File: src/bcag_pkg.sv
// ----------------------------------------------------------------------------
// bcag_pkg
// types, constants and helpers shared by the blit address generator
// ----------------------------------------------------------------------------
`timescale 1ns / 1ps

package bcag_pkg;

  localparam int unsigned AddrW    = 26;
  localparam int unsigned CoordW   = 12;
  localparam int unsigned SizeW    = 13;
  localparam int unsigned BppW     = 3;
  localparam int unsigned PitchW   = 15;
  localparam int unsigned WbytesW  = 14;
  localparam int unsigned ModeW    = 2;
  localparam int unsigned CountW   = 5;
  localparam int unsigned PaddrW   = 4;
  localparam int unsigned PdataW   = 32;

  localparam logic [CountW-1:0] MaxResults = 5'd29;
  localparam logic [CountW-1:0] LastPass   = MaxResults - 5'd1;

  localparam logic [SizeW-1:0] SizeMin = 13'd1;
  localparam logic [SizeW-1:0] SizeMax = 13'd4096;
  localparam logic [BppW-1:0]  BppMin  = 3'd1;
  localparam logic [BppW-1:0]  BppMax  = 3'd4;

  localparam logic [SizeW-1:0] SwReset  = 13'd1024;
  localparam logic [BppW-1:0]  BppReset = 3'd1;

  // request modes
  localparam logic [ModeW-1:0] ModeFill   = 2'd0;
  localparam logic [ModeW-1:0] ModeCopy   = 2'd1;
  localparam logic [ModeW-1:0] ModeExpand = 2'd2;
  localparam logic [ModeW-1:0] ModeNone   = 2'd3;

  // register indexes
  localparam logic [1:0] RegScreenWidth = 2'd0;
  localparam logic [1:0] RegBpp         = 2'd1;
  localparam logic [1:0] RegRtl         = 2'd2;
  localparam logic [1:0] RegBtt         = 2'd3;

  typedef struct packed {
    logic [SizeW-1:0] screen_width;
    logic [BppW-1:0]  bpp;
    logic             rtl;
    logic             btt;
  } cfg_t;

  typedef struct packed {
    logic load;
    logic mul;
    logic add;
    logic chunk;
    logic emit;
  } cmd_t;

  typedef struct packed {
    logic mode_ok;
    logic last;
  } status_t;

  function automatic logic [SizeW-1:0] clamp_size(input logic [SizeW-1:0] v);
    logic [SizeW-1:0] r;
    r = v;
    if (v < SizeMin) begin
      r = SizeMin;
    end else if (v > SizeMax) begin
      r = SizeMax;
    end
    return r;
  endfunction

  function automatic logic [BppW-1:0] clamp_bpp(input logic [BppW-1:0] v);
    logic [BppW-1:0] r;
    r = v;
    if (v < BppMin) begin
      r = BppMin;
    end else if (v > BppMax) begin
      r = BppMax;
    end
    return r;
  endfunction

endpackage

File: src/bcag_regs.sv
// ----------------------------------------------------------------------------
// bcag_regs
// apb configuration registers for the blit address generator
// ----------------------------------------------------------------------------
`timescale 1ns / 1ps

module bcag_regs (
  input  logic                        clk_i,
  input  logic                        rst_ni,
  input  logic                        psel,
  input  logic                        penable,
  input  logic                        pwrite,
  input  logic [bcag_pkg::PaddrW-1:0] paddr,
  input  logic [bcag_pkg::PdataW-1:0] pwdata,
  output logic [bcag_pkg::PdataW-1:0] prdata,
  output logic                        pready,
  output bcag_pkg::cfg_t              cfg_o
);

  bcag_pkg::cfg_t cfg_q, cfg_d;
  logic           wr_en;
  logic [1:0]     reg_idx;

  assign pready  = 1'b1;
  assign wr_en   = psel & penable & pwrite;
  assign reg_idx = paddr[3:2];

  always_comb begin
    cfg_d = cfg_q;
    if (wr_en) begin
      case (reg_idx)
        bcag_pkg::RegScreenWidth: cfg_d.screen_width = pwdata[bcag_pkg::SizeW-1:0];
        bcag_pkg::RegBpp:         cfg_d.bpp          = pwdata[bcag_pkg::BppW-1:0];
        bcag_pkg::RegRtl:         cfg_d.rtl          = pwdata[0];
        bcag_pkg::RegBtt:         cfg_d.btt          = pwdata[0];
        default:                  cfg_d = cfg_q;
      endcase
    end
  end

  always_ff @(posedge clk_i or negedge rst_ni) begin
    if (!rst_ni) begin
      cfg_q.screen_width <= bcag_pkg::SwReset;
      cfg_q.bpp          <= bcag_pkg::BppReset;
      cfg_q.rtl          <= 1'b0;
      cfg_q.btt          <= 1'b0;
    end else begin
      cfg_q <= cfg_d;
    end
  end

  always_comb begin
    case (reg_idx)
      bcag_pkg::RegScreenWidth: prdata = 32'(cfg_q.screen_width);
      bcag_pkg::RegBpp:         prdata = 32'(cfg_q.bpp);
      bcag_pkg::RegRtl:         prdata = 32'(cfg_q.rtl);
      bcag_pkg::RegBtt:         prdata = 32'(cfg_q.btt);
      default:                  prdata = '0;
    endcase
  end

  assign cfg_o = cfg_q;

endmodule

File: src/bcag_ctrl.sv
// ----------------------------------------------------------------------------
// bcag_ctrl
// sequencer for the blit address generator: steps the datapath and owns
// the output word valid
// ----------------------------------------------------------------------------
`timescale 1ns / 1ps

module bcag_ctrl (
  input  logic              clk_i,
  input  logic              rst_ni,
  input  logic              in_valid_i,
  output logic              in_ready_o,
  output logic              out_valid_o,
  input  logic              out_ready_i,
  input  bcag_pkg::status_t status_i,
  output bcag_pkg::cmd_t    cmd_o
);

  localparam logic [2:0] StIdle  = 3'd0;
  localparam logic [2:0] StMul   = 3'd1;
  localparam logic [2:0] StAdd   = 3'd2;
  localparam logic [2:0] StEmit  = 3'd3;
  localparam logic [2:0] StChunk = 3'd4;

  logic [2:0] state_q, state_d;
  logic       out_valid_q, out_valid_d;
  logic       slot_free;

  assign slot_free  = ~out_valid_q | out_ready_i;
  assign in_ready_o = (state_q == StIdle);

  always_comb begin
    state_d     = state_q;
    cmd_o       = '0;
    out_valid_d = out_valid_q & ~out_ready_i;
    case (state_q)
      StIdle: begin
        if (in_valid_i && status_i.mode_ok) begin
          cmd_o.load = 1'b1;
          state_d    = StMul;
        end
      end
      StMul: begin
        cmd_o.mul = 1'b1;
        state_d   = StAdd;
      end
      StAdd: begin
        cmd_o.add = 1'b1;
        state_d   = StEmit;
      end
      StEmit: begin
        if (slot_free) begin
          cmd_o.emit  = 1'b1;
          out_valid_d = 1'b1;
          state_d     = status_i.last ? StIdle : StChunk;
        end
      end
      StChunk: begin
        cmd_o.chunk = 1'b1;
        state_d     = StEmit;
      end
      default: begin
        state_d = StIdle;
      end
    endcase
  end

  always_ff @(posedge clk_i or negedge rst_ni) begin
    if (!rst_ni) begin
      state_q     <= StIdle;
      out_valid_q <= 1'b0;
    end else begin
      state_q     <= state_d;
      out_valid_q <= out_valid_d;
    end
  end

  assign out_valid_o = out_valid_q;

endmodule

File: src/bcag_dp.sv
// ----------------------------------------------------------------------------
// bcag_dp
// address datapath: operand setup, row multiply, column add, pass split
// and output word register
// ----------------------------------------------------------------------------
`timescale 1ns / 1ps

module bcag_dp #(
  parameter int unsigned CHUNK_PIXELS = 144
) (
  input  logic                         clk_i,
  input  bcag_pkg::cmd_t               cmd_i,
  output bcag_pkg::status_t            status_o,
  input  bcag_pkg::cfg_t               cfg_i,
  input  logic [bcag_pkg::ModeW-1:0]   mode_i,
  input  logic [bcag_pkg::CoordW-1:0]  dst_x_i,
  input  logic [bcag_pkg::CoordW-1:0]  dst_y_i,
  input  logic [bcag_pkg::CoordW-1:0]  src_x_i,
  input  logic [bcag_pkg::CoordW-1:0]  src_y_i,
  input  logic [bcag_pkg::SizeW-1:0]   rect_width_i,
  input  logic [bcag_pkg::SizeW-1:0]   rect_height_i,
  output logic [bcag_pkg::AddrW-1:0]   src_addr_o,
  output logic [bcag_pkg::AddrW-1:0]   dst_addr_o,
  output logic [bcag_pkg::CoordW-1:0]  height_m1_o,
  output logic [bcag_pkg::WbytesW-1:0] width_bytes_m1_o,
  output logic [bcag_pkg::PitchW-1:0]  src_pitch_o,
  output logic                         bottom_to_top_o,
  output logic                         right_to_left_o,
  output logic                         last_o
);

  localparam int unsigned AW = bcag_pkg::AddrW;
  localparam int unsigned SW = bcag_pkg::SizeW;
  localparam int unsigned PW = bcag_pkg::PitchW;
  localparam int unsigned CW = bcag_pkg::CountW;
  localparam int unsigned MW = SW + PW;
  localparam logic [SW-1:0] ChunkPx = SW'(CHUNK_PIXELS);

  // request setup
  logic [SW-1:0]             sw_c, w_c, h_c, w_m1, h_m1_full;
  logic [bcag_pkg::BppW-1:0] bpp_c;
  logic                      is_fill, is_copy, is_expand, rtl_c, btt_c;
  logic [PW-1:0]             pitch_c, bpitch_c, spitch_c;
  logic [SW:0]               w_round;

  // working registers
  logic                      fill_q, expand_q, rtl_q, btt_q;
  logic [bcag_pkg::BppW-1:0] bpp_q;
  logic [PW-1:0]             pitch_q, spitch_q;
  logic [SW-1:0]             row_s_q, row_d_q, col_s_q, col_d_q;
  logic [bcag_pkg::CoordW-1:0] h_m1_q;
  logic [AW-1:0]             prod_s_q, prod_d_q, addr_s_q, addr_d_q;
  logic [PW-1:0]             cterm_s_q, cterm_d_q;
  logic [SW-1:0]             todo_q, ww_q;
  logic [PW-1:0]             wb_q;
  logic [CW-1:0]             k_q;

  logic [MW-1:0]             mul_s, mul_d;
  logic [PW-1:0]             off, scaled_s, scaled_d;
  logic [SW-1:0]             ww_n;
  logic [PW-1:0]             wb_n;
  logic                      last_c;

  assign sw_c      = bcag_pkg::clamp_size(cfg_i.screen_width);
  assign bpp_c     = bcag_pkg::clamp_bpp(cfg_i.bpp);
  assign w_c       = bcag_pkg::clamp_size(rect_width_i);
  assign h_c       = bcag_pkg::clamp_size(rect_height_i);
  assign w_m1      = w_c - SW'(1);
  assign h_m1_full = h_c - SW'(1);
  assign is_fill   = (mode_i == bcag_pkg::ModeFill);
  assign is_copy   = (mode_i == bcag_pkg::ModeCopy);
  assign is_expand = (mode_i == bcag_pkg::ModeExpand);
  assign rtl_c     = is_copy & cfg_i.rtl;
  assign btt_c     = is_copy & cfg_i.btt;
  assign pitch_c   = PW'(sw_c) * PW'(bpp_c);
  // bitmap pitch: width rounded up to 32 pixels, in bytes
  assign w_round   = (SW+1)'(w_c) + (SW+1)'(31);
  assign bpitch_c  = PW'({w_round[SW:5], 2'b00});
  assign spitch_c  = is_expand ? bpitch_c : pitch_c;

  always_ff @(posedge clk_i) begin
    if (cmd_i.load) begin
      fill_q   <= is_fill;
      expand_q <= is_expand;
      rtl_q    <= rtl_c;
      btt_q    <= btt_c;
      bpp_q    <= bpp_c;
      pitch_q  <= pitch_c;
      spitch_q <= spitch_c;
      h_m1_q   <= h_m1_full[bcag_pkg::CoordW-1:0];
      row_s_q  <= SW'(src_y_i) + (btt_c ? h_m1_full : '0);
      row_d_q  <= SW'(dst_y_i) + (btt_c ? h_m1_full : '0);
      col_s_q  <= SW'(src_x_i) + (rtl_c ? w_m1 : '0);
      col_d_q  <= SW'(dst_x_i) + (rtl_c ? w_m1 : '0);
      todo_q   <= w_c;
      k_q      <= '0;
    end else if (cmd_i.emit && !last_c) begin
      todo_q   <= todo_q - ww_q;
      k_q      <= k_q + CW'(1);
    end
  end

  // row multiply and column terms
  assign mul_s    = MW'(row_s_q) * MW'(pitch_q);
  assign mul_d    = MW'(row_d_q) * MW'(pitch_q);
  assign off      = rtl_q ? (PW'(bpp_q) - PW'(1)) : '0;
  assign scaled_s = PW'(col_s_q) * PW'(bpp_q) + off;
  assign scaled_d = PW'(col_d_q) * PW'(bpp_q) + off;

  always_ff @(posedge clk_i) begin
    if (cmd_i.mul) begin
      prod_s_q  <= mul_s[AW-1:0];
      prod_d_q  <= mul_d[AW-1:0];
      cterm_s_q <= expand_q ? PW'(col_s_q) : scaled_s;
      cterm_d_q <= scaled_d;
    end
  end

  // pass split
  always_comb begin
    ww_n = todo_q;
    if (expand_q && (k_q != bcag_pkg::LastPass) && (todo_q > ChunkPx)) begin
      ww_n = ChunkPx;
    end
  end

  assign wb_n   = PW'(ww_n) * PW'(bpp_q);
  assign last_c = (todo_q == ww_q);

  always_ff @(posedge clk_i) begin
    if (cmd_i.add || cmd_i.chunk) begin
      ww_q <= ww_n;
      wb_q <= wb_n;
    end
    if (cmd_i.add) begin
      addr_s_q <= fill_q ? '0 : prod_s_q + AW'(cterm_s_q);
      addr_d_q <= prod_d_q + AW'(cterm_d_q);
    end else if (cmd_i.emit && !last_c) begin
      addr_s_q <= addr_s_q + AW'(ww_q);
      addr_d_q <= addr_d_q + AW'(wb_q);
    end
  end

  // output word register
  always_ff @(posedge clk_i) begin
    if (cmd_i.emit) begin
      src_addr_o       <= addr_s_q;
      dst_addr_o       <= addr_d_q;
      height_m1_o      <= h_m1_q;
      width_bytes_m1_o <= bcag_pkg::WbytesW'(wb_q - PW'(1));
      src_pitch_o      <= spitch_q;
      bottom_to_top_o  <= btt_q;
      right_to_left_o  <= rtl_q;
      last_o           <= last_c;
    end
  end

  assign status_o.mode_ok = (mode_i != bcag_pkg::ModeNone);
  assign status_o.last    = last_c;

endmodule

File: src/blit_command_address_generator.sv
// ----------------------------------------------------------------------------
// blit_command_address_generator
// turns fill, copy and colour-expand requests into blitter command words
//
//   channel   handshake                 contents
//   in        in_valid_i / in_ready_o   mode, dst/src corner, rect size
//   out       out_valid_o / out_ready_i addresses, sizes, pitch, dirs, last
//   cfg       apb psel/penable/pwrite   screen width, bpp, copy directions
//
// a request reaches its first word through accept, row multiply,
// column add, then the output register load
// each further colour-expand pass steps through an advance and a pass split
// a new request is taken once the last word sits in the output register
// output stalls hold the sequencer in place; no reset sweep is needed
// ----------------------------------------------------------------------------
`timescale 1ns / 1ps

module blit_command_address_generator #(
  parameter int unsigned CHUNK_PIXELS = 144
) (
  input  logic                         clk_i,
  input  logic                         rst_ni,
  input  logic                         in_valid_i,
  output logic                         in_ready_o,
  input  logic [bcag_pkg::ModeW-1:0]   mode_i,
  input  logic [bcag_pkg::CoordW-1:0]  dst_x_i,
  input  logic [bcag_pkg::CoordW-1:0]  dst_y_i,
  input  logic [bcag_pkg::CoordW-1:0]  src_x_i,
  input  logic [bcag_pkg::CoordW-1:0]  src_y_i,
  input  logic [bcag_pkg::SizeW-1:0]   rect_width_i,
  input  logic [bcag_pkg::SizeW-1:0]   rect_height_i,
  output logic                         out_valid_o,
  input  logic                         out_ready_i,
  output logic [bcag_pkg::AddrW-1:0]   src_addr_o,
  output logic [bcag_pkg::AddrW-1:0]   dst_addr_o,
  output logic [bcag_pkg::CoordW-1:0]  height_m1_o,
  output logic [bcag_pkg::WbytesW-1:0] width_bytes_m1_o,
  output logic [bcag_pkg::PitchW-1:0]  src_pitch_o,
  output logic                         bottom_to_top_o,
  output logic                         right_to_left_o,
  output logic                         last_o,
  input  logic                         psel,
  input  logic                         penable,
  input  logic                         pwrite,
  input  logic [bcag_pkg::PaddrW-1:0]  paddr,
  input  logic [bcag_pkg::PdataW-1:0]  pwdata,
  output logic [bcag_pkg::PdataW-1:0]  prdata,
  output logic                         pready
);

  bcag_pkg::cfg_t    cfg;
  bcag_pkg::cmd_t    cmd;
  bcag_pkg::status_t status;

  bcag_regs u_regs (
    .clk_i   (clk_i),
    .rst_ni  (rst_ni),
    .psel    (psel),
    .penable (penable),
    .pwrite  (pwrite),
    .paddr   (paddr),
    .pwdata  (pwdata),
    .prdata  (prdata),
    .pready  (pready),
    .cfg_o   (cfg)
  );

  bcag_ctrl u_ctrl (
    .clk_i       (clk_i),
    .rst_ni      (rst_ni),
    .in_valid_i  (in_valid_i),
    .in_ready_o  (in_ready_o),
    .out_valid_o (out_valid_o),
    .out_ready_i (out_ready_i),
    .status_i    (status),
    .cmd_o       (cmd)
  );

  bcag_dp #(
    .CHUNK_PIXELS (CHUNK_PIXELS)
  ) u_dp (
    .clk_i            (clk_i),
    .cmd_i            (cmd),
    .status_o         (status),
    .cfg_i            (cfg),
    .mode_i           (mode_i),
    .dst_x_i          (dst_x_i),
    .dst_y_i          (dst_y_i),
    .src_x_i          (src_x_i),
    .src_y_i          (src_y_i),
    .rect_width_i     (rect_width_i),
    .rect_height_i    (rect_height_i),
    .src_addr_o       (src_addr_o),
    .dst_addr_o       (dst_addr_o),
    .height_m1_o      (height_m1_o),
    .width_bytes_m1_o (width_bytes_m1_o),
    .src_pitch_o      (src_pitch_o),
    .bottom_to_top_o  (bottom_to_top_o),
    .right_to_left_o  (right_to_left_o),
    .last_o           (last_o)
  );

endmodule

File: config.mk
export PLATFORM = sky130hd
export DESIGN_NAME = blit_command_address_generator
export DESIGN_NICKNAME = d
export VERILOG_FILES = /design/src/bcag_pkg.sv /design/src/bcag_regs.sv /design/src/bcag_ctrl.sv /design/src/bcag_dp.sv /design/src/blit_command_address_generator.sv
export SDC_FILE = /design/constraint.sdc
export NUM_CORES = 2
export LEC_CHECK = 0
export BUFFER_PORTS_ARGS = -buffer_cell sky130_fd_sc_hd__buf_2
export CORE_ASPECT_RATIO = 0.75
export CORE_MARGIN = 3
export CORE_UTILIZATION = 50
export DETAILED_ROUTE_END_ITERATION = 10
export PLACE_DENSITY = 0.72
export SLEW_MARGIN = 10
export SYNTH_ARGS = -nofsm -noshare
export SYNTH_HDL_FRONTEND = slang
export SYNTH_SLANG_ARGS = --single-unit
File: constraint.sdc
create_clock -name clk_i -period 7.5 [get_ports clk_i]
set_input_delay 1.125 -clock clk_i [delete_from_list [all_inputs] [get_ports clk_i]]
set_output_delay 1.125 -clock clk_i [all_outputs]
set_load 0.01 [all_outputs]
==> metrics list <==
* Status: completed
- In this run the register-to-register setup slack is about 1.3 ns.
- During synthesis, Yosys emitted a total of 0 warnings.
- Final setup vio count: 0
- Weighted congestion at the end of routability-driven global placement: 0.914
* Synthesized instance count: around 3800
- Drt pass-1 iters: 5
- First-pass GRT wire length: approximately 140000 microns
- Critical path launch point type: flop
- After detailed routing, the number of remaining DRC violations is 0.
* Global route overflow: 0
- The root buffer cell chosen for the clock tree is sky130_fd_sc_hd__clkbuf_16.
- For this run, asynchronously set or reset flops after synthesis account for under 10%.
- Vias: about 27000
* Biggest fanout along the worst timing path: 26
- NumNets Final: ~4800
- Counting every sink on the clock net gives between 300 and 400.
- Slowest stage delay, CP: approximately 1.1 ns
- Summed over all failing endpoints, the final setup total negative slack is 0 ns.
- Rows: between 80 and 90
* Max Fclk: roughly 160 MHz
* CTS tree: done
* Area occupied by multi-input gates: between 0.02 and 0.025 sq mm
- Number of violations of the max-capacitance limit: 0
* Die Y-Extent: about 240 microns
- Clock skew on the completed layout was measured at approximately 0.03 ns.
- After synthesis, flip-flops and latches occupy 31.4% of the total area.
- The max-slew violation count is 0.
- Cells traversed along the worst timing path: nand2_1 -> fa_1 -> fa_1 -> inv_1 -> fa_1 -> fa_1 -> inv_1 -> fa_1 -> inv_1 -> ha_1 -> a21oi_1 -> o21ai_0 -> o31a_1 -> a221o_1 -> a31oi_1 -> o21ai_0 -> o311ai_0
* Post-Syn Area per Cell: roughly 9.9 sq um
- Filler cell count in the final layout: approximately 6400
- Total routed wirelength: 86800 microns
- Data on the critical path is required at its endpoint by around 7.9 ns.
- I/O pin cnt: 250
- Pin count of the biggest net entering global routing: between 60 and 70
- The count of nets left with antenna violations once routing finished came out at 0.
* Area growth syn-to-layout: 9.11%
- Remaining max-slew budget at the tightest pin: between 20% and 30%
- STA puts the critical path data arrival time at about 6.6 ns.
* CP Buf/Inv Count: 3
* Global-route total usage across every layer: around 22%
- Subtracting the final worst setup slack from the clock period gives approximately 6.2 ns.
- Element type at the critical path end: flop
* Slew at the pin closest to its max-slew limit: 1.09 ns
- Post-CTS setup repair buffer count: 0
* Synth top area share: ~30%
- Clock insertion delay at the later pin of the skew report: approximately 0.6 ns
- Post-CTS clock slew at the launch and capture registers of the worst setup and hold paths: approximately 0.060 ns
- After floorplanning, the core was sized to cover roughly 0.074 sq mm.
- The synthesized design spends more area on one cell type than any other, namely sky130_fd_sc_hd__edfxtp_1.
* Slowest stage cell, crit path: sky130_fd_sc_hd__edfxtp_1
* Top cells by area in the synthesized netlist: sky130_fd_sc_hd__edfxtp_1 (30%), sky130_fd_sc_hd__fa_1 (19%), sky130_fd_sc_hd__ha_1 (10%)
* DPL Wire Length: slightly below 70000 microns
- Via density: between 5 and 6
* Fraction of layout instances using a drive strength above 1: a little under a tenth
* Post-route clock period utilization: between 80 and 90%
- Number of buffers added on ports: roughly 210
- No sink is reached through more buffers than the 3 on the longest clock path.
- On the critical path the largest part of the delay comes from adder cells.
- For this configuration, the core starts out at a cell density of approximately half.
- TritonCTS Buffers: 45
* Hold slack: slightly above 0.4 ns
- The floorplan step set the die width to about 320 microns.
* Register area: about 0.012 sq mm
* Placement-stage cell area: approximately 0.040 sq mm
- The synthesized netlist contains 80 unique library cells.
- Initial antenna violation count: 4
- Detailed-route wire length per cell: 17.4 microns
- For this design, the CTS-stage hold fixing added 0 buffers.
- Setup repair after global routing missed its margin: false
* Final hold violation count: 0
- Crit Path Category: flop to flop
- In this run, the number of DRC markers left after iteration 0 of detailed routing was 2084.
* # resized after CTS: 0
- After routing the design area is just over 0.04 sq mm.
- The synthesized design contains around 370 enable-type register cells.
- Combined area of all synthesized cells: about 0.038 sq mm
- For this run, the share of the core covered by cells in the final layout is a little under three fifths.
- The via count of the first global-routing pass came to 26400.
- The tightest min-delay check is of the flop to flop type.
* Area enclosed by the die boundary: roughly 0.079 sq mm
- Main synth FF type: sky130_fd_sc_hd__edfxtp_1
- In this design, the critical path's most frequently occurring cell is sky130_fd_sc_hd__fa_1.
- Synthesis inferred 399 register bits.
- The H-tree generated during clock tree synthesis spans 2 levels.
==> synthesized netlist by cell type (all sizes together) (16+ instances only) <==
| cell type | n |
|---|---|
| a31oi | 16 |
| ha | 312 |
| and3 | 20 |
| inv | 580 |
| nor2b | 54 |
| nor3 | 63 |
| a21boi | 17 |
| o21a | 19 |
| or2 | 19 |
| xor2 | 92 |
| a21oi | 159 |
| mux2 | 23 |
| a211oi | 21 |
| clkbuf | 109 |
| edfxtp | 372 |
| fa | 365 |
| nand2 | 473 |
| nand3 | 56 |
| o31ai | 17 |
| a21o | 43 |
| xnor2 | 166 |
| buf | 23 |
| dfrtp | 20 |
| mux2i | 17 |
| or3 | 29 |
| o22ai | 16 |
| and2 | 250 |
| nand2b | 22 |
| nor2 | 149 |
| o21ai | 122 |
==> cells in the final DEF, fill, tap and decap left out, types with 19 or more instances in the layout <==
| cell | instances |
|---|---|
| sky130_fd_sc_hd__a211oi_1 | 21 |
| sky130_fd_sc_hd__a21o_1 | 43 |
| sky130_fd_sc_hd__a21oi_1 | 158 |
| sky130_fd_sc_hd__and2_1 | 250 |
| sky130_fd_sc_hd__and3_1 | 19 |
| sky130_fd_sc_hd__buf_2 | 208 |
| sky130_fd_sc_hd__buf_4 | 29 |
| sky130_fd_sc_hd__clkbuf_16 | 47 |
| sky130_fd_sc_hd__conb_1 | 22 |
| sky130_fd_sc_hd__dfrtp_1 | 20 |
| sky130_fd_sc_hd__edfxtp_1 | 372 |
| sky130_fd_sc_hd__fa_1 | 365 |
| sky130_fd_sc_hd__ha_1 | 312 |
| sky130_fd_sc_hd__inv_1 | 578 |
| sky130_fd_sc_hd__mux2_2 | 23 |
| sky130_fd_sc_hd__nand2_1 | 473 |
| sky130_fd_sc_hd__nand2b_1 | 21 |
| sky130_fd_sc_hd__nand3_1 | 56 |
| sky130_fd_sc_hd__nor2_1 | 148 |
| sky130_fd_sc_hd__nor2b_1 | 52 |
| sky130_fd_sc_hd__nor3_1 | 61 |
| sky130_fd_sc_hd__o21a_1 | 19 |
| sky130_fd_sc_hd__o21ai_0 | 116 |
| sky130_fd_sc_hd__or2_2 | 19 |
| sky130_fd_sc_hd__or3_1 | 29 |
| sky130_fd_sc_hd__xnor2_1 | 166 |
| sky130_fd_sc_hd__xor2_1 | 92 |
==> per-stage QoR <==
step / worst slack (ns) / cells
floorplan: 0.279 / 3821
global placement: 1.42 / 4894
detailed placement: 1.32 / 4894
CTS: 1.30 / 4975
global route: 0.955 / 4975
finish: 1.29 / 4976
==> flip-flops by register name (all words and copies together) (netlist names), 14 cells and up <==
name / count
u_dp.src_pitch_o: 15
u_dp.addr_d_q: 26
u_dp.cterm_s_q: 15
u_dp.addr_s_q: 26
u_dp.dst_addr_o: 26
u_dp.prod_d_q: 26
u_dp.cterm_d_q: 15
u_dp.wb_q: 15
u_dp.prod_s_q: 26
u_dp.width_bytes_m1_o: 14
u_regs.cfg_o: 18
u_dp.spitch_q: 15
u_dp.src_addr_o: 26
u_dp.pitch_q: 15
==> path summary, 6_finish.rpt <==
| path | endpoint | startpoint | depth (start not counted) |
|---|---|---|---|
| worst max-delay path | u_dp.prod_d_q[24]$_DFFE_PP_ | u_dp.pitch_q[5]$_DFFE_PP_ | 17 |
| worst min-delay path | u_dp.height_m1_o[5]$_DFFE_PP_ | u_dp.h_m1_q[5]$_DFFE_PP_ | 0 |
| worst max register to register | u_dp.prod_d_q[24]$_DFFE_PP_ | u_dp.pitch_q[5]$_DFFE_PP_ | 17 |
| worst min register to register | u_dp.height_m1_o[5]$_DFFE_PP_ | u_dp.h_m1_q[5]$_DFFE_PP_ | 0 |
| max in group asynchronous | u_regs.cfg_o[13]$_DFFE_PN0P_ | rst_ni | 1 |
| min in group asynchronous | u_regs.cfg_o[0]$_DFFE_PN0P_ | rst_ni | 1 |
==> cell type report <==
| cell class | instances | area share [%] |
|---|---|---|
| Clock buffer | 58 | 3.01 |
| Clock inverter | 23 | 0.457 |
| Tap cell | 968 | 2.95 |
| Multi-Input combinational cell | 2709 | 56.4 |
| Antenna cell | 1 | 0.00609 |
| Timing Repair Buffer | 237 | 3.06 |
| Sequential cell | 399 | 28.8 |
| Inverter | 581 | 5.31 |
==> per-layer routing <==
| layer | vias to the layer above | routed length (microns) | global-route usage, % |
|---|---|---|---|
| met5 | - | 19 | 0 |
| met4 | 2 | 1730 | 4.80 |
| met3 | 102 | 7000 | 4.69 |
| met2 | 807 | 37500 | 33.6 |
| met1 | 13000 | 40500 | 33.1 |
| li1 | 12900 | - | - |
==> logic make-up after synthesis <==
family / count (synthesis) / share of synthesized area (%)
AOI/OAI and AO/OA: 521 / 8.90
xor gates and xnor gates: 258 / 6.00
adders and majority gates: 677 / 29.8
buffers and inverters: 713 / 7.31
DFF: 399 / 31.4
muxes: 41 / 1.20
other: 2 / 0.0199
and+or+nand+nor: 1190 / 15.4
Power is not shown: default switching activity piles up to over one toggle a cycle in this logic, so the estimate is an artifact.
